===== src/sv/mf3_pkg.sv =====
// types, constants and compare helpers shared by the 3x3 median filter modules
package mf3_pkg;

  localparam int MAX_WIDTH_DEF = 2048;
  localparam int MAX_HEIGHT    = 2048;
  localparam int WIN_SIZE      = 3;
  localparam int WIN_AREA      = WIN_SIZE * WIN_SIZE;
  localparam int WIN_HALF      = WIN_SIZE / 2;
  localparam int PIX_W         = 8;
  localparam int CNT_W         = 11;
  localparam int CFG_W         = 12;
  localparam int CFG_IDX_W     = 1;
  localparam int Q_DEPTH       = 4;

  localparam logic [CFG_IDX_W-1:0] REG_IMAGE_WIDTH  = 1'd0;
  localparam logic [CFG_IDX_W-1:0] REG_IMAGE_HEIGHT = 1'd1;

  localparam logic [CFG_W-1:0] IMAGE_WIDTH_RST  = 12'd512;
  localparam logic [CFG_W-1:0] IMAGE_HEIGHT_RST = 12'd512;

  typedef logic [PIX_W-1:0] pix_t;
  typedef logic [WIN_AREA-1:0][PIX_W-1:0] win_t;

  typedef struct packed {
    logic [PIX_W-1:0] pixel;
    logic             start_of_frame;
  } pixel_t;

  typedef struct packed {
    logic [PIX_W-1:0] median;
    logic [CNT_W-1:0] out_row;
    logic [CNT_W-1:0] out_col;
    logic             last_of_frame;
  } res_t;

  typedef struct packed {
    logic [CNT_W-1:0] out_row;
    logic [CNT_W-1:0] out_col;
    logic             last_of_frame;
  } meta_t;

  typedef struct packed {
    logic [PIX_W-1:0] pixel;
    logic [CNT_W-1:0] col;
    logic [CNT_W-1:0] out_row;
    logic             emit;
    logic             last;
  } entry_t;

  typedef struct packed {
    logic [PIX_W-1:0] lo;
    logic [PIX_W-1:0] mid;
    logic [PIX_W-1:0] hi;
  } tri_t;

  function automatic pix_t min2(input pix_t a, input pix_t b);
    return (a < b) ? a : b;
  endfunction

  function automatic pix_t max2(input pix_t a, input pix_t b);
    return (a < b) ? b : a;
  endfunction

  function automatic tri_t sort3(input pix_t a, input pix_t b, input pix_t c);
    pix_t l1;
    pix_t h1;
    pix_t h2;
    tri_t t;
    l1    = min2(a, b);
    h1    = max2(a, b);
    h2    = max2(h1, c);
    t.hi  = h2;
    t.lo  = min2(l1, min2(h1, c));
    t.mid = max2(l1, min2(h1, c));
    return t;
  endfunction

  function automatic pix_t med3(input pix_t a, input pix_t b, input pix_t c);
    return max2(min2(a, b), min2(max2(a, b), c));
  endfunction

endpackage


===== src/sv/mf3_queue.sv =====
// short queue of classified pixels between the front end and the back end
module mf3_queue (
  input  logic            clk,
  input  logic            rst,
  input  logic            push,
  input  mf3_pkg::entry_t entry,
  input  logic            pop,
  output logic            full,
  output logic            head_valid,
  output mf3_pkg::entry_t head
);

  localparam int AW = $clog2(mf3_pkg::Q_DEPTH);
  localparam int NW = $clog2(mf3_pkg::Q_DEPTH + 1);

  mf3_pkg::entry_t slots [mf3_pkg::Q_DEPTH];
  logic [AW-1:0]   wr_ptr;
  logic [AW-1:0]   rd_ptr;
  logic [NW-1:0]   count;

  assign full       = count == NW'(mf3_pkg::Q_DEPTH);
  assign head_valid = count != '0;
  assign head       = slots[rd_ptr];

  always_ff @(posedge clk) begin
    if (push) begin
      slots[wr_ptr] <= entry;
    end
  end

  always_ff @(posedge clk) begin
    if (rst) begin
      wr_ptr <= '0;
      rd_ptr <= '0;
      count  <= '0;
    end else begin
      if (push) begin
        wr_ptr <= wr_ptr + AW'(1);
      end
      if (pop) begin
        rd_ptr <= rd_ptr + AW'(1);
      end
      case ({push, pop})
        2'b10:   count <= count + NW'(1);
        2'b01:   count <= count - NW'(1);
        default: count <= count;
      endcase
    end
  end

  a_count_bound: assert property (@(posedge clk) disable iff (rst)
    count <= NW'(mf3_pkg::Q_DEPTH))
    else $error("queue count beyond depth");

  a_pop_nonempty: assert property (@(posedge clk) disable iff (rst)
    pop |-> head_valid)
    else $error("pop from empty queue");

endmodule


===== config.mk =====
export PLATFORM = sky130hd
export DESIGN_NAME = mf3_queue
export DESIGN_NICKNAME = d
export VERILOG_FILES = /design/src/sv/mf3_pkg.sv /design/src/sv/mf3_queue.sv
export SDC_FILE = /design/constraint.sdc
export NUM_CORES = 1
export LEC_CHECK = 0
export BUFFER_PORTS_ARGS = -buffer_cell sky130_fd_sc_hd__clkbuf_2
export CAP_MARGIN = 20
export CORE_MARGIN = 1
export CORE_UTILIZATION = 44
export CTS_CLUSTER_DIAMETER = 200
export DETAILED_ROUTE_END_ITERATION = 6
export HOLD_SLACK_MARGIN = 0.03
export PLACE_DENSITY = 0.66
export SLEW_MARGIN = 40
export SYNTH_ARGS = -nofsm -noshare
export SYNTH_HDL_FRONTEND = slang
export SYNTH_SLANG_ARGS = --single-unit

===== constraint.sdc =====
create_clock -name clk -period 2 [get_ports clk]
set_clock_uncertainty 0.2 [all_clocks]
set_input_delay 0.2 -clock clk [delete_from_list [all_inputs] [get_ports clk]]
set_output_delay 0.2 -clock clk [all_outputs]
set_load 0.1 [all_outputs]

==> summary.txt <==
critical path arrival: 1.78 ns
Synth async-reset ratio: 0%
main combinational cell family by area after synthesis: multiplexers
Die Wd: 109.5 um
PwrDens: 1179 mW/mm^2
Core Region: 0.01103 sq mm
Tcrit/Tclk final: 109.1%
DRC Markers: 0
fillcell total: 770
post-DP HPWL: 4834 um
Slew Limit Fails: 0
vias per cell: 5.107
drt pass-1 iters: 4
I/O pins: 70
Synth Area in Compound Gates: 0.1969%
Post-Route WL: 9375 um
largest net degree at the start of global routing: 33
post-synth top area cell: edfxtp_1
Worst Tran Pin Value: 0.5390 ns
ant diodes: 0
clk sinks: 137
Synth Area in Adders: 1.624%
global-route track usage on met1: 20.65%
Die ar.: 0.01199 sq mm
status: complete, but fails checks
Hold Crit Class: in2reg
clock insertion delay at the later pin of the skew report: 0.41 ns
met3 usage: 4.801%
routed len/inst: 19.25 um
count leader, synth: edfxtp_1
Buffers & Inverters on Critical Path: 2
crit path max fanout: 6
row cnt: 38
CP endpoint kind: primary output
number of port buffers: 69
crit-path leading delay family: multiplexers
TritonCTS Buffers: 17
CP max-delay cell: mux4_2
Synth top area share: 75.59%
mux contribution to synthesized area: 14.71%
GR Overflow Total: 0
Die Y: 109.5 um
crit-path cells: buf_12, mux4_2, buf_12
final hold viol count: 0
Max Clk Rate: 458.5 MHz
Post-Synthesis Cell Area: 0.005085 sq mm
via count: 2487
vias in the first global route: 2683
unrepaired setup endpoints after global routing: yes
failing checks: setup timing
Syn-to-layout area delta: 40.80%
first-pass GRT wire length: 14090 um
Req. time, crit path: 1.60 ns
first-iteration detailed-routing DRC count: 87
routability cong.: 0.6160
Max Root-Sink Buffers: 2
gr busiest metal: met2
root buffer cell: clkbuf_16
critical path class: reg2out
library cells used by synthesis: 21
XOR/XNOR share of the synthesized area: 0.8612%
ANT nets after route: 0
Hold WS: 0.1993 ns
LEAKAGE: 2.527 nW
CTS tree: done
synth warn: 0
Worst-path clk slew: 0.06 ns
maximum VDD drop: 0.0006111 V
main area contributors after synthesis: edfxtp_1 (76%), mux4_2 (13%), dfxtp_1 (3.5%)
top cells by count, synth: edfxtp_1 (128), mux4_2 (30), dfxtp_1 (9), nor2_1 (7), ha_1 (5)
Max H-tree Level: 4
setup slack after layout: -0.1812 ns
most used cell, CP: buf_12
setup violators final: 32
EDFF count, synth: 128
crit path time final: 2.181 ns
Worst Setup Start Kind: register
post-synthesis cell count: 210
Yosys reg bits: 137
GRT Util Overall: 17.06%
simple-gate share of the synthesized area: 1.476%
MaxCap Viol Count: 0
post-layout util: 64.90%
share of post-route cells with drive strength above 1: 42.65%
Max-slew headroom: 64.22%
syn_area_per_cell: 24.21 sq um
initial antenna violation count: 0
sequential share of the synthesized area: 79.13%
Initial Utilization: 46.10%
slowest stage delay, CP: 0.57 ns
Synth Flop Type: edfxtp_1
Post-Synthesis Net Count: 252
met2 usage: 29.25%
Final nets: 376
through the flow:
| step | setup WS, ns | instance area, sq um | std cells | setup TNS [ns] | power, W |
|---|---|---|---|---|---|
| finish | -0.1812 | 7159 | 487 | -4.627 | 0.008443 |
| global route | -0.2308 | 7159 | 487 | -6.505 | 0.008690 |
| CTS | -0.1714 | 7127 | 486 | -4.620 | 0.008469 |
| detailed placement | 0.08502 | 6107 | 417 | 0 | 0.005145 |
| global placement | 0.1193 | 6103 | 417 | 0 | 0.005122 |
| floorplan | 0.03572 | 5090 | 210 | 0 | 0.004538 |
state kept, by name, indices dropped and copies added, names as in the netlist, named ones only:
register  count
count         3
wr_ptr        2
slots       128
rd_ptr        2
layout make-up:
class                   instances  area (sq um)  share of cell area, %
well taps                     140         175.2                  2.447
multi-input cells              62         968.4                  13.53
clock inverters                14         196.4                  2.744
repair buffers                113          1350                  18.86
flip-flops and latches        137          4029                  56.27
clock buffers                  18         429.2                  5.994
inverters                       3         11.26                 0.1573
power breakdown:
group | internal, W | total [W] | switching [W] | leakage, nW
Clock | 0.00209 | 0.00327 | 0.00117 | 0.297
Sequential | 0.00329 | 0.00335 | 0.0000630 | 1.25
Combinational | 0.000688 | 0.00183 | 0.00114 | 0.980
Total | 0.00607 | 0.00844 | 0.00237 | 2.53
placed cells by master, fill, tap and decap left out, types with 2 or more instances in the layout:
cell	count
clkinv_4	3
inv_6	2
mux4_2	32
edfxtp_1	128
ha_1	5
bufinv_16	4
buf_12	37
inv_1	3
clkbuf_16	18
clkinvlp_4	3
dfxtp_1	7
clkinv_2	2
and2_4	3
nor2_1	7
clkbuf_2	37
or3_1	2
xor2_1	2
dlygate4sd3_1	36
mux2i_1	2
xnor2_1	3
final timing paths:
kind                          start                      to  slack, ns  cells after the start
max                        register                head[10]      -0.18                      3
max reg2reg  wr_ptr[0]$_SDFFE_PP0P_  slots[0][15]$_DFFE_PP_       0.36                      3
min reg2reg   count[2]$_SDFFE_PP0P_   count[2]$_SDFFE_PP0P_       0.32                      2
min                            push   count[0]$_SDFFE_PP0P_       0.20                      5
tightest hold or removal path: stages:
cell and delay (ns):
clkbuf_2 0.13, inv_1 0.07, ha_1 0.21, xor2_1 0.09, nor2_1 0.07
repair_timing:
action,CTS,global route
setup endpoints to repair,32,33
hold endpoints to repair,137,0
hold buffers,36,0
gates resized for setup,7,2
gates cloned,1,1
buffers inserted,0,0
metal layers:
metal  wire length (um)  up-vias
met5                  0        -
met2               5096       71
li1                   -     1129
met1               3822     1280
met3                373        7
met4                 82        0
logic make-up after synthesis:
| family | count (synthesis) |
|---|---|
| adders and majority gates | 6 |
| xor gates and xnor gates | 5 |
| AOI/OAI and AO/OA | 2 |
| buffers and inverters | 11 |
| and+or+nand+nor | 15 |
| muxes | 34 |
| DFF | 137 |
Power figures use the tool's default switching activity.
