## src/sv/mf3_pkg.sv

```systemverilog
// types, constants and compare helpers shared by the 3x3 median filter modules
package mf3_pkg;

  localparam int MAX_WIDTH_DEF = 2048;
  localparam int MAX_HEIGHT    = 2048;
  localparam int WIN_SIZE      = 3;
  localparam int WIN_AREA      = WIN_SIZE * WIN_SIZE;
  localparam int WIN_HALF      = WIN_SIZE / 2;
  localparam int PIX_W         = 8;
  localparam int CNT_W         = 11;
  localparam int CFG_W         = 12;
  localparam int CFG_IDX_W     = 1;
  localparam int Q_DEPTH       = 4;

  localparam logic [CFG_IDX_W-1:0] REG_IMAGE_WIDTH  = 1'd0;
  localparam logic [CFG_IDX_W-1:0] REG_IMAGE_HEIGHT = 1'd1;

  localparam logic [CFG_W-1:0] IMAGE_WIDTH_RST  = 12'd512;
  localparam logic [CFG_W-1:0] IMAGE_HEIGHT_RST = 12'd512;

  typedef logic [PIX_W-1:0] pix_t;
  typedef logic [WIN_AREA-1:0][PIX_W-1:0] win_t;

  typedef struct packed {
    logic [PIX_W-1:0] pixel;
    logic             start_of_frame;
  } pixel_t;

  typedef struct packed {
    logic [PIX_W-1:0] median;
    logic [CNT_W-1:0] out_row;
    logic [CNT_W-1:0] out_col;
    logic             last_of_frame;
  } res_t;

  typedef struct packed {
    logic [CNT_W-1:0] out_row;
    logic [CNT_W-1:0] out_col;
    logic             last_of_frame;
  } meta_t;

  typedef struct packed {
    logic [PIX_W-1:0] pixel;
    logic [CNT_W-1:0] col;
    logic [CNT_W-1:0] out_row;
    logic             emit;
    logic             last;
  } entry_t;

  typedef struct packed {
    logic [PIX_W-1:0] lo;
    logic [PIX_W-1:0] mid;
    logic [PIX_W-1:0] hi;
  } tri_t;

  function automatic pix_t min2(input pix_t a, input pix_t b);
    return (a < b) ? a : b;
  endfunction

  function automatic pix_t max2(input pix_t a, input pix_t b);
    return (a < b) ? b : a;
  endfunction

  function automatic tri_t sort3(input pix_t a, input pix_t b, input pix_t c);
    pix_t l1;
    pix_t h1;
    pix_t h2;
    tri_t t;
    l1    = min2(a, b);
    h1    = max2(a, b);
    h2    = max2(h1, c);
    t.hi  = h2;
    t.lo  = min2(l1, min2(h1, c));
    t.mid = max2(l1, min2(h1, c));
    return t;
  endfunction

  function automatic pix_t med3(input pix_t a, input pix_t b, input pix_t c);
    return max2(min2(a, b), min2(max2(a, b), c));
  endfunction

endpackage

```

## src/sv/mf3_front.sv

```systemverilog
// front end: configuration registers, raster counters and per-pixel classification
module mf3_front #(
  parameter int MAX_WIDTH = mf3_pkg::MAX_WIDTH_DEF
) (
  input  logic                               clk,
  input  logic                               rst,
  input  logic                               cfg_we,
  input  logic [mf3_pkg::CFG_IDX_W-1:0]      cfg_index,
  input  logic [mf3_pkg::CFG_W-1:0]          cfg_data,
  input  logic                               pix_valid,
  input  mf3_pkg::pixel_t                    pix_data,
  input  logic                               q_full,
  output logic                               push,
  output mf3_pkg::entry_t                    entry
);

  localparam int LW = ($clog2(MAX_WIDTH + 1) > mf3_pkg::CFG_W) ?
                      $clog2(MAX_WIDTH + 1) : mf3_pkg::CFG_W;
  localparam int CW = mf3_pkg::CNT_W;
  localparam int HW = mf3_pkg::CFG_W;

  logic [mf3_pkg::CFG_W-1:0] image_width;
  logic [mf3_pkg::CFG_W-1:0] image_height;
  logic [CW-1:0]             row_count;
  logic [CW-1:0]             col_count;
  logic [CW-1:0]             row_count_next;
  logic [CW-1:0]             col_count_next;

  logic [LW-1:0] w_ext;
  logic [LW-1:0] w_last;
  logic [HW-1:0] h_last;
  logic [CW-1:0] r;
  logic [CW-1:0] c;
  logic          row_end;
  logic          frame_end;

  assign push = pix_valid && !q_full;

  always_comb begin
    w_ext = LW'(image_width);
    if (w_ext < LW'(mf3_pkg::WIN_SIZE)) begin
      w_last = LW'(mf3_pkg::WIN_SIZE - 1);
    end else if (w_ext > LW'(MAX_WIDTH)) begin
      w_last = LW'(MAX_WIDTH - 1);
    end else begin
      w_last = w_ext - LW'(1);
    end
    if (image_height < HW'(mf3_pkg::WIN_SIZE)) begin
      h_last = HW'(mf3_pkg::WIN_SIZE - 1);
    end else if (image_height > HW'(mf3_pkg::MAX_HEIGHT)) begin
      h_last = HW'(mf3_pkg::MAX_HEIGHT - 1);
    end else begin
      h_last = image_height - HW'(1);
    end
  end

  always_comb begin
    r         = pix_data.start_of_frame ? '0 : row_count;
    c         = pix_data.start_of_frame ? '0 : col_count;
    row_end   = LW'(c) >= w_last;
    frame_end = row_end && (HW'(r) >= h_last);
    if (row_end) begin
      col_count_next = '0;
      row_count_next = frame_end ? '0 : r + CW'(1);
    end else begin
      col_count_next = c + CW'(1);
      row_count_next = r;
    end
    entry.pixel   = pix_data.pixel;
    entry.col     = c;
    entry.out_row = r - CW'(mf3_pkg::WIN_HALF);
    entry.emit    = (r >= CW'(mf3_pkg::WIN_SIZE - 1)) && (c >= CW'(mf3_pkg::WIN_SIZE - 1));
    entry.last    = frame_end;
  end

  always_ff @(posedge clk) begin
    if (rst) begin
      image_width  <= mf3_pkg::IMAGE_WIDTH_RST;
      image_height <= mf3_pkg::IMAGE_HEIGHT_RST;
      row_count    <= '0;
      col_count    <= '0;
    end else begin
      if (cfg_we) begin
        case (cfg_index)
          mf3_pkg::REG_IMAGE_WIDTH:  image_width  <= cfg_data;
          mf3_pkg::REG_IMAGE_HEIGHT: image_height <= cfg_data;
          default: ;
        endcase
      end
      if (push) begin
        row_count <= row_count_next;
        col_count <= col_count_next;
      end
    end
  end

  a_row_end_wraps_col: assert property (@(posedge clk) disable iff (rst)
    push && row_end |=> col_count == '0)
    else $error("column counter did not wrap at end of row");

endmodule

```

## config.mk

```make
export PLATFORM = sky130hd
export DESIGN_NAME = mf3_front
export DESIGN_NICKNAME = d
export VERILOG_FILES = /design/src/sv/mf3_pkg.sv /design/src/sv/mf3_front.sv
export SDC_FILE = /design/constraint.sdc
export NUM_CORES = 1
export LEC_CHECK = 0
export BUFFER_PORTS_ARGS = -buffer_cell sky130_fd_sc_hd__buf_2
export CAP_MARGIN = 40
export CORE_ASPECT_RATIO = 1.75
export CORE_MARGIN = 4
export CORE_UTILIZATION = 50
export CTS_CLUSTER_SIZE = 10
export DETAILED_ROUTE_END_ITERATION = 10
export GPL_ROUTABILITY_DRIVEN = 0
export HOLD_SLACK_MARGIN = 0.08
export PLACE_DENSITY = 0.72
export SYNTH_ARGS = -nofsm -noshare
export SYNTH_HDL_FRONTEND = slang
export SYNTH_SLANG_ARGS = --single-unit
```

## constraint.sdc

```tcl
create_clock -name clk -period 4.5 [get_ports clk]
set_clock_uncertainty 0.1 [all_clocks]
set_input_delay 0 -clock clk [delete_from_list [all_inputs] [get_ports clk]]
set_output_delay 0 -clock clk [all_outputs]
set_load 0.01 [all_outputs]
```

==> qor_table.md, run 1 <==
| Step | Item | Reported |
|:---|:---|:---|
| run status | Status | completed |
| pwr | Fraction of power consumed by sequential logic | 39.9% |
| grt | Total grt overflow | 0 |
| setup path | Worst reg-to-reg path cell count | 12 |
| logic synthesis | Compound-Gate Fraction of Synth Area | 20.5% |
| placement | Post-DP HPWL | 7510 um |
| die | Effective utilization at floorplan | 51.4% |
| pwr | Power density cells | 252 mW/mm^2 |
| logic synthesis | Share of flip-flops with an asynchronous set or reset | 0% |
| grt | Pin count of the biggest net entering global routing | 45 |
| grt | First-pass GRT wire length | 16,700 um |
| logic synthesis | Average cell area after synthesis | 7.55 um^2 |
| logic synthesis | Basic-gate share of the synthesized area counting and, or, nand and nor cells | 30.7% |
| logic synthesis | Number of flops mapped to enable cells by yosys | 0 |
| die | Floorplan die area | 0.00887 mm^2 |
| die | Horiz. Die Dim | 72.9 um |
| logic synthesis | Post-Synthesis Net Count | 547 |
| die | Die outline height | 122 um |
| setup path | Critical path endpoint category | primary output |
| layout | Reg area | 921 um^2 |
| sta | Post-route minimum period | 4.09 ns |
| clock network | Clock buffer count from CTS | 5 |
| logic synthesis | Unique cell type count in the Yosys netlist | 61 |
| layout | Cell area after layout | 0.00432 mm^2 |
| pwr | Total power consumption of the routed design | 1.09 mW |
| pwr | P_int | 0.786 mW |
| logic synthesis | Synthesized-area fraction occupied by xor and xnor cells | 6.41% |
| logic synthesis | Post-synthesis share of cell area spent on full adders, half adders and majority gates | 10.5% |
| clock network | Number of gates resized after CTS | 0 |
| pwr | Peak supply drop | 0.221 mV |
| sta | Final clock period utilization by the worst path | 90.8% |
| layout | Count of placed standard cells in the final layout, fillers left out | 623 |
| clock network | Count of H-tree levels built during CTS | 2 |
| sta | Setup TNS | 0 ns |
| layout | Fill cell total of the finished layout | 646 |
| layout | P&R area growth vs syn | 17.1% |
| layout | # nets final | 595 |
| clock network | Hold_buf cts | 27 |
| drt | Wire length per cell | 16.4 um |
| pwr | Switching part of the total power | 27.7% |
| clock network | Worst-Skew Late Latency | 0.30 ns |
| flow run | Max-cap violations | 0 |
| setup path | End of the worst register-to-register path | col_count[6] |
| setup path | Crit Reg-Reg Startpoint | image_width[6] |
| hold path | Worst Hold Depth | 5 |
| drt | Post-route ant nets | 0 |
| drt | Vias | 3,691 |
| setup path | Worst Path Class, Setup | register to primary output |
| pwr | Leakage component of the power | 1.82 nW |
| drt | DRC Markers | 0 |
| grt | Vias in the first global route | 3,618 |
| placement | IO buf count | 43 |
| sta | Final hold vios | 0 |
| clock network | Post CTS Setup Buffer Count | 0 |
| die | Site Rows | 41 |
| clock network | Root Buffer Master | clkbuf_16 |
| logic synthesis | Sequential cell area fraction in the yosys report | 25.0% |
| setup path | Flop2flop setup slack | 0.43 ns |
| sta | Number of setup violations in the final report | 0 |
| logic synthesis | Cell area after synthesis | 0.00369 mm^2 |
| clock network | CTS Buffer Depth | 2 |
| logic synthesis | Combinational family with the most area after synthesis | simple AND/OR/NAND/NOR gates |
| clock network | # clock sinks | 46 |
| placement | Placed inst area | 0.00388 mm^2 |
| layout | Diode insertion count for antenna repair | 0 |
| sta | Measured slew at the worst slew-check pin | 0.903 ns |
| logic synthesis | Number of warning messages in the yosys log | 0 |
| drt | Length of the first detailed-routing pass in iterations | 4 |
| drt | Final wirelength | 10,200 um |
| hold path | Worst min-delay path startpoint | pix_valid |
| pwr | Clock network power share | 39.8% |
| sta | Worst slew margin relative to its limit | 39.2% |
| layout | Area occupied by multi-input gates | 0.00255 mm^2 |
| grt | Number of antenna violations at the first check in global routing | 0 |
| pwr | Combinational fraction of design power | 20.3% |
| pwr | Switching power total | 0.301 mW |
| logic synthesis | Synth Instances | 489 |
| setup path | Data arrival, critical path | 3.99 ns |
| placement | Post-Place Cells | 589 |
| drt | First DRT Iteration DRCs | 278 |
| layout | Fraction of final layout cells sized beyond drive strength 1 | 14.0% |
| clock network | Clock-pin transition on the worst setup and hold timing paths | 0.06 ns |
| hold path | Class of the tightest hold or removal check | primary input to register |
| grt | Total Routing Usage GR | 23.9% |
| sta | RSZ-0062 raised after global routing | false |
| clock network | CTS tree | done |
| sta | Max-slew violation count | 0 |
| setup path | Required time of the worst setup path | 4.40 ns |
| setup path | CP max FO | 10 |
| sta | Fmax | 245 MHz |
| hold path | Worst hold path endpoint | col_count[0] |
| logic synthesis | Yosys reg bits | 46 |
| die | Ports placed on the boundary | 60 |
| logic synthesis | Mux contribution to synthesized area | 0.848% |
| setup path | Worst setup SP type | register |
| die | Area inside the core boundary | 0.00718 mm^2 |
| drt | Ratio of routed vias to standard cells | 5.92 |
| logic synthesis | Most used flip-flop cell after synthesis | dfxtp_1 |
worst max path at each step:
| stage | depth (start not counted) | startpoint | end | slack (ns) |
|---|---|---|---|---|
| detailed placement | 12 | image_width[6] | col_count[6] | 0.47 |
| finish | 11 | image_height[4] | entry[0] | 0.41 |
| global placement | 12 | image_width[6] | col_count[8] | 0.57 |
| global route | 12 | image_width[2] | col_count[6] | 0.11 |
| CTS | 11 | image_height[4] | entry[0] | 0.40 |
| floorplan | 12 | image_height[4] | row_count[2] | 0.89 |
power groups by stage:
stage	combinational [mW]	clock (mW)	sequential (mW)
floorplan	0.161	0	0.439
global placement	0.194	0	0.442
detailed placement	0.198	0	0.443
CTS	0.220	0.438	0.433
global route	0.249	0.453	0.435
finish	0.221	0.433	0.433
synthesized netlist by cell type (14+ instances only):
cell      number  share of area, %
nand2_1       86               8.7
dfxtp_1       46                25
ha_1          31                11
a21oi_1       29               3.9
nor2_1        28               2.8
nand3_1       23               3.1
nor2b_1       20               3.4
o21ai_0       17               2.3
nor3_1        16               2.2
clkbuf_1      15               1.5
inv_1         14               1.4
xor2_1        14               3.3
per-stage QoR:
stage	util, %	hold slack, ns	setup WS (ns)
after floorplan	-	-0.0324	0.889
after global placement	54.0	-0.0999	0.574
after detailed placement	54.0	-0.0999	0.466
after CTS	60.1	0.139	0.401
after global routing	60.1	0.174	0.109
final	60.1	0.140	0.414
cell type report:
| cell class | count | share of cell area, % |
|---|---|---|
| sequential | 46 | 21.3 |
| timing repair buffer | 73 | 11.8 |
| clock inverter | 1 | 0.695 |
| tap | 86 | 2.49 |
| clock buffer | 6 | 3.22 |
| multi-input combinational | 395 | 59.1 |
| inverter | 16 | 1.39 |
state kept, by name, indices dropped and copies added, names as in the netlist:
name          count
image_width      12
col_count        11
image_height     12
row_count        11
cells by family (layout without fill, tap and decap cells):
family | after synthesis | count (layout)
AND/OR/NAND/NOR | 225 | 225
flip-flops | 46 | 46
AO/OA/AOI/OAI | 109 | 109
adder cells (fa/ha/maj) | 31 | 31
multiplexers | 3 | 3
buffers and inverters | 48 | 96
XOR/XNOR | 27 | 27
per-layer routing:
layer	track usage, %	share of wire [%]	vias up
li1	-	-	1837
met1	23.4	37	1695
met2	45.1	54	124
met3	4.54	4.5	35
met4	13.0	4.8	0
met5	0	0	-
critical path: stages (launching register included):
cell	delay, ns
dfxtp_1	0.36
or4_4	0.57
or4_4	0.46
or3_1	0.48
a21boi_1	0.18
ha_1	0.29
nand2b_1	0.14
a2111oi_0	0.61
o211ai_2	0.24
nand2_4	0.16
nor2_4	0.07
buf_2	0.14
cell usage in the layout (no fill, tap or decap), drive strengths merged, types with 6 or more instances in the layout:
master	instances
nand2b	6
nand2	88
nand4	7
xor2	14
nor3	16
o21ai	24
dlygate4sd3	27
dfxtp	46
nor2b	20
a31oi	12
nand3	23
o21a	6
xnor2	13
nor4	8
inv	16
clkbuf	6
buf	46
ha	31
nor2	29
or4	8
a21oi	30
(Power assumes the default switching activity.)
==> run 2, diff against run 1 <==
--- a/config.mk
+++ b/config.mk
@@ -5,16 +5,15 @@
 export SDC_FILE = /design/constraint.sdc
 export NUM_CORES = 1
 export LEC_CHECK = 0
-export BUFFER_PORTS_ARGS = -buffer_cell sky130_fd_sc_hd__buf_2
 export CAP_MARGIN = 40
 export CORE_ASPECT_RATIO = 1.75
 export CORE_MARGIN = 4
 export CORE_UTILIZATION = 50
 export CTS_CLUSTER_SIZE = 10
 export DETAILED_ROUTE_END_ITERATION = 10
+export DONT_BUFFER_PORTS = 1
 export GPL_ROUTABILITY_DRIVEN = 0
 export HOLD_SLACK_MARGIN = 0.08
-export PLACE_DENSITY = 0.72
 export SYNTH_ARGS = -nofsm -noshare
 export SYNTH_HDL_FRONTEND = slang
 export SYNTH_SLANG_ARGS = --single-unit
==> qor_table.md, run 2 (synthesis gave the netlist of run 1 again) <==
| Step | Item | Reported | Change |
|:---|:---|:---|:---|
| setup path | Levels on crit path | 12 | was 11 |
| clock network | Clock-pin transition on the worst setup and hold timing paths | 0.07 ns | was 0.06 ns |
| layout | Commonest cells after routing, fill and taps aside | 86 x nand2_1, 46 x dfxtp_1, 40 x dlygate4sd3_1 | was 86 x nand2_1, 46 x dfxtp_1, 43 x buf_2 |
| sta | Fmax | 239 MHz | was 245 MHz |
| grt | Number of antenna violations at the first check in global routing | 0 | unchanged |
| setup path | Required time of the worst setup path | 4.64 ns | was 4.40 ns |
| sta | Measured slew at the worst slew-check pin | 0.783 ns | was 0.903 ns |
| die | Floorplan die area | 0.00887 mm^2 | unchanged |
| drt | Length of the first detailed-routing pass in iterations | 4 | unchanged |
| placement | Placed inst area | 0.00366 mm^2 | was 0.00388 mm^2 |
| hold path | Worst Hold Depth | 3 | was 5 |
| grt | Pin count of the biggest net entering global routing | 45 | unchanged |
| placement | Pre-CTS setup slack | 0.649 ns | was 0.466 ns |
| layout | Fraction of final layout cells sized beyond drive strength 1 | 6.30% | was 14.0% |
| sta | RSZ-0062 raised after global routing | false | unchanged |
| run status | Status | completed | unchanged |
| pwr | Clock network power share | 39.2% | was 39.8% |
| layout | Largest registers ranked by flip-flop count | image_height (12), image_width (12) | unchanged |
| layout | Cell area after layout | 0.00424 mm^2 | was 0.00432 mm^2 |
| placement | Post-Place Cells | 545 | was 589 |
| drt | Wire length per cell | 17.0 um | was 16.4 um |
| sta | Number of setup violations in the final report | 0 | unchanged |
| pwr | Peak supply drop | 0.254 mV | was 0.221 mV |
| clock network | CTS tree | done | unchanged |
| clock network | Root Buffer Master | clkbuf_16 | unchanged |
| layout | Leading cell type in the layout, fill and taps excluded | nand2_1 | unchanged |
| drt | Final wirelength | 10,100 um | was 10,200 um |
| drt | First DRT Iteration DRCs | 199 | was 278 |
| placement | IO buf count | 0 | was 43 |
| die | Site Rows | 41 | unchanged |
| setup path | CP cell instances | nor4_4 > nand3_1 > or4_4 > o21a_1 > ha_1 > nand2b_1 > a2111oi_0 > o41ai_2 > and2_1 > or4_1 > a31oi_1 > dlygate4sd3_1 | was or4_4 > or4_4 > or3_1 > a21boi_1 > ha_1 > nand2b_1 > a2111oi_0 > o211ai_2 > nand2_4 > nor2_4 > buf_2 |
| sta | Post-route worst setup slack | 0.313 ns | was 0.414 ns |
| pwr | Power density cells | 254 mW/mm^2 | was 252 mW/mm^2 |
| grt | Total grt overflow | 0 | unchanged |
| grt | Total Routing Usage GR | 23.7% | was 23.9% |
| setup path | Data arrival, critical path | 4.33 ns | was 3.99 ns |
| pwr | Switching power total | 0.299 mW | was 0.301 mW |
| die | Ports placed on the boundary | 60 | unchanged |
| layout | # nets final | 565 | was 595 |
| setup path | Critical Path Slowest Stage Cell | dlygate4sd3_1 | was a2111oi_0 |
| clock network | CTS Buffer Depth | 2 | unchanged |
| die | Horiz. Die Dim | 72.9 um | unchanged |
| layout | Diode insertion count for antenna repair | 0 | unchanged |
| sta | Worst slew margin relative to its limit | 47.6% | was 39.2% |
| sta | Post-route minimum period | 4.19 ns | was 4.09 ns |
| setup path | Critical path endpoint category | register | was primary output |
| setup path | Worst Path Class, Setup | register to register | was register to primary output |
| drt | Post-route ant nets | 0 | unchanged |
| die | Effective utilization at floorplan | 51.4% | unchanged |
| setup path | CP max FO | 11 | was 10 |
| sta | Final hold slack | 0.0876 ns | was 0.140 ns |
| clock network | # clock sinks | 46 | unchanged |
| drt | Vias | 3,548 | was 3,691 |
| setup path | Worst setup SP type | register | unchanged |
| die | Die outline height | 122 um | unchanged |
| setup path | Delay of the slowest cell on the worst path | 0.55 ns | was 0.61 ns |
| placement | Post-DP HPWL | 7430 um | was 7510 um |
| clock network | Post CTS Setup Buffer Count | 0 | unchanged |
| setup path | Bufs and invs on worst path | 1 | unchanged |
| grt | First-pass GRT wire length | 16,700 um | about the same |
| sta | Final hold vios | 0 | unchanged |
| setup path | Worst reg-to-reg path cell count | 12 | unchanged |
| clock network | Clock buffer count from CTS | 5 | unchanged |
| sta | Final clock period utilization by the worst path | 93.1% | was 90.8% |
| layout | Count of placed standard cells in the final layout, fillers left out | 594 | was 623 |
| setup path | Critical path's top delay family | simple AND/OR/NAND/NOR gates | unchanged |
| hold path | Class of the tightest hold or removal check | primary input to register | unchanged |
| layout | P&R area growth vs syn | 15.0% | was 17.1% |
| grt | Vias in the first global route | 3,381 | was 3,618 |
| layout | Final design utilization | 59.1% | was 60.1% |
| drt | Ratio of routed vias to standard cells | 5.97 | was 5.92 |
| sta | Max-slew violation count | 0 | unchanged |
| pwr | P_int | 0.777 mW | was 0.786 mW |
| pwr | Combinational fraction of design power | 20.5% | was 20.3% |
| sta | Setup TNS | 0 ns | unchanged |
| pwr | Switching part of the total power | 27.8% | was 27.7% |
| die | Area inside the core boundary | 0.00718 mm^2 | unchanged |
| clock network | Worst-Skew Late Latency | 0.29 ns | was 0.30 ns |
| pwr | Leakage component of the power | 1.70 nW | was 1.82 nW |
| pwr | Fraction of power consumed by sequential logic | 40.2% | was 39.9% |
| drt | DRC Markers | 0 | unchanged |
| clock network | Count of H-tree levels built during CTS | 2 | unchanged |
| flow run | Max-cap violations | 0 | unchanged |
| pwr | Total power consumption of the routed design | 1.08 mW | was 1.09 mW |
-- run 2: path summary, 6_finish.rpt --
kind                                       end  slack, ns            from
worst max-delay path              col_count[8]       0.31  image_width[6]
worst min-delay path            image_width[2]       0.09          cfg_we
worst max register to register    col_count[8]       0.31  image_width[6]
worst min register to register   row_count[10]       0.38   row_count[10]
-- run 2: power groups by stage --
stage / logic, mW / clock network [mW] / registers (mW)
5_1_grt: 0.249 / 0.447 / 0.435
3_5_place_dp: 0.181 / 0 / 0.442
2_1_floorplan: 0.161 / 0 / 0.439
6_report: 0.221 / 0.422 / 0.433
4_1_cts: 0.222 / 0.428 / 0.433
3_3_place_gp: 0.178 / 0 / 0.442
-- run 2: metal layers --
metal	wire, um	global-route usage (%)	vias to the layer above
met5	0	0	-
met4	274	8.55	0
met3	403	4.05	26
met2	5530	43.3	89
met1	3890	26.7	1658
li1	-	-	1775
-- run 2: area by class of cell --
class / instances / area, um^2
Multi-Input combinational cell: 395 / 2560
Clock inverter: 1 / 30.0
Timing Repair Buffer: 43 / 435
Tap cell: 86 / 108
Clock buffer: 7 / 133
Fill cell: 671 / 2940
Sequential cell: 46 / 921
Inverter: 16 / 60.1
-- run 2: worst reg2reg max path: stages, from the launching register on --
cell	delay [ns]
dfxtp_1	0.36
nor4_4	0.32
nand3_1	0.13
or4_4	0.49
o21a_1	0.14
ha_1	0.26
nand2b_1	0.13
a2111oi_0	0.48
o41ai_2	0.16
and2_1	0.34
or4_1	0.52
a31oi_1	0.16
dlygate4sd3_1	0.55
-- run 2: timing repair --
action | CTS | global route
resized for setup | 0 | 1
setup endpoints to repair | 0 | 1
hold buffers | 41 | 0
endpoints found under the hold margin | 64 | 0
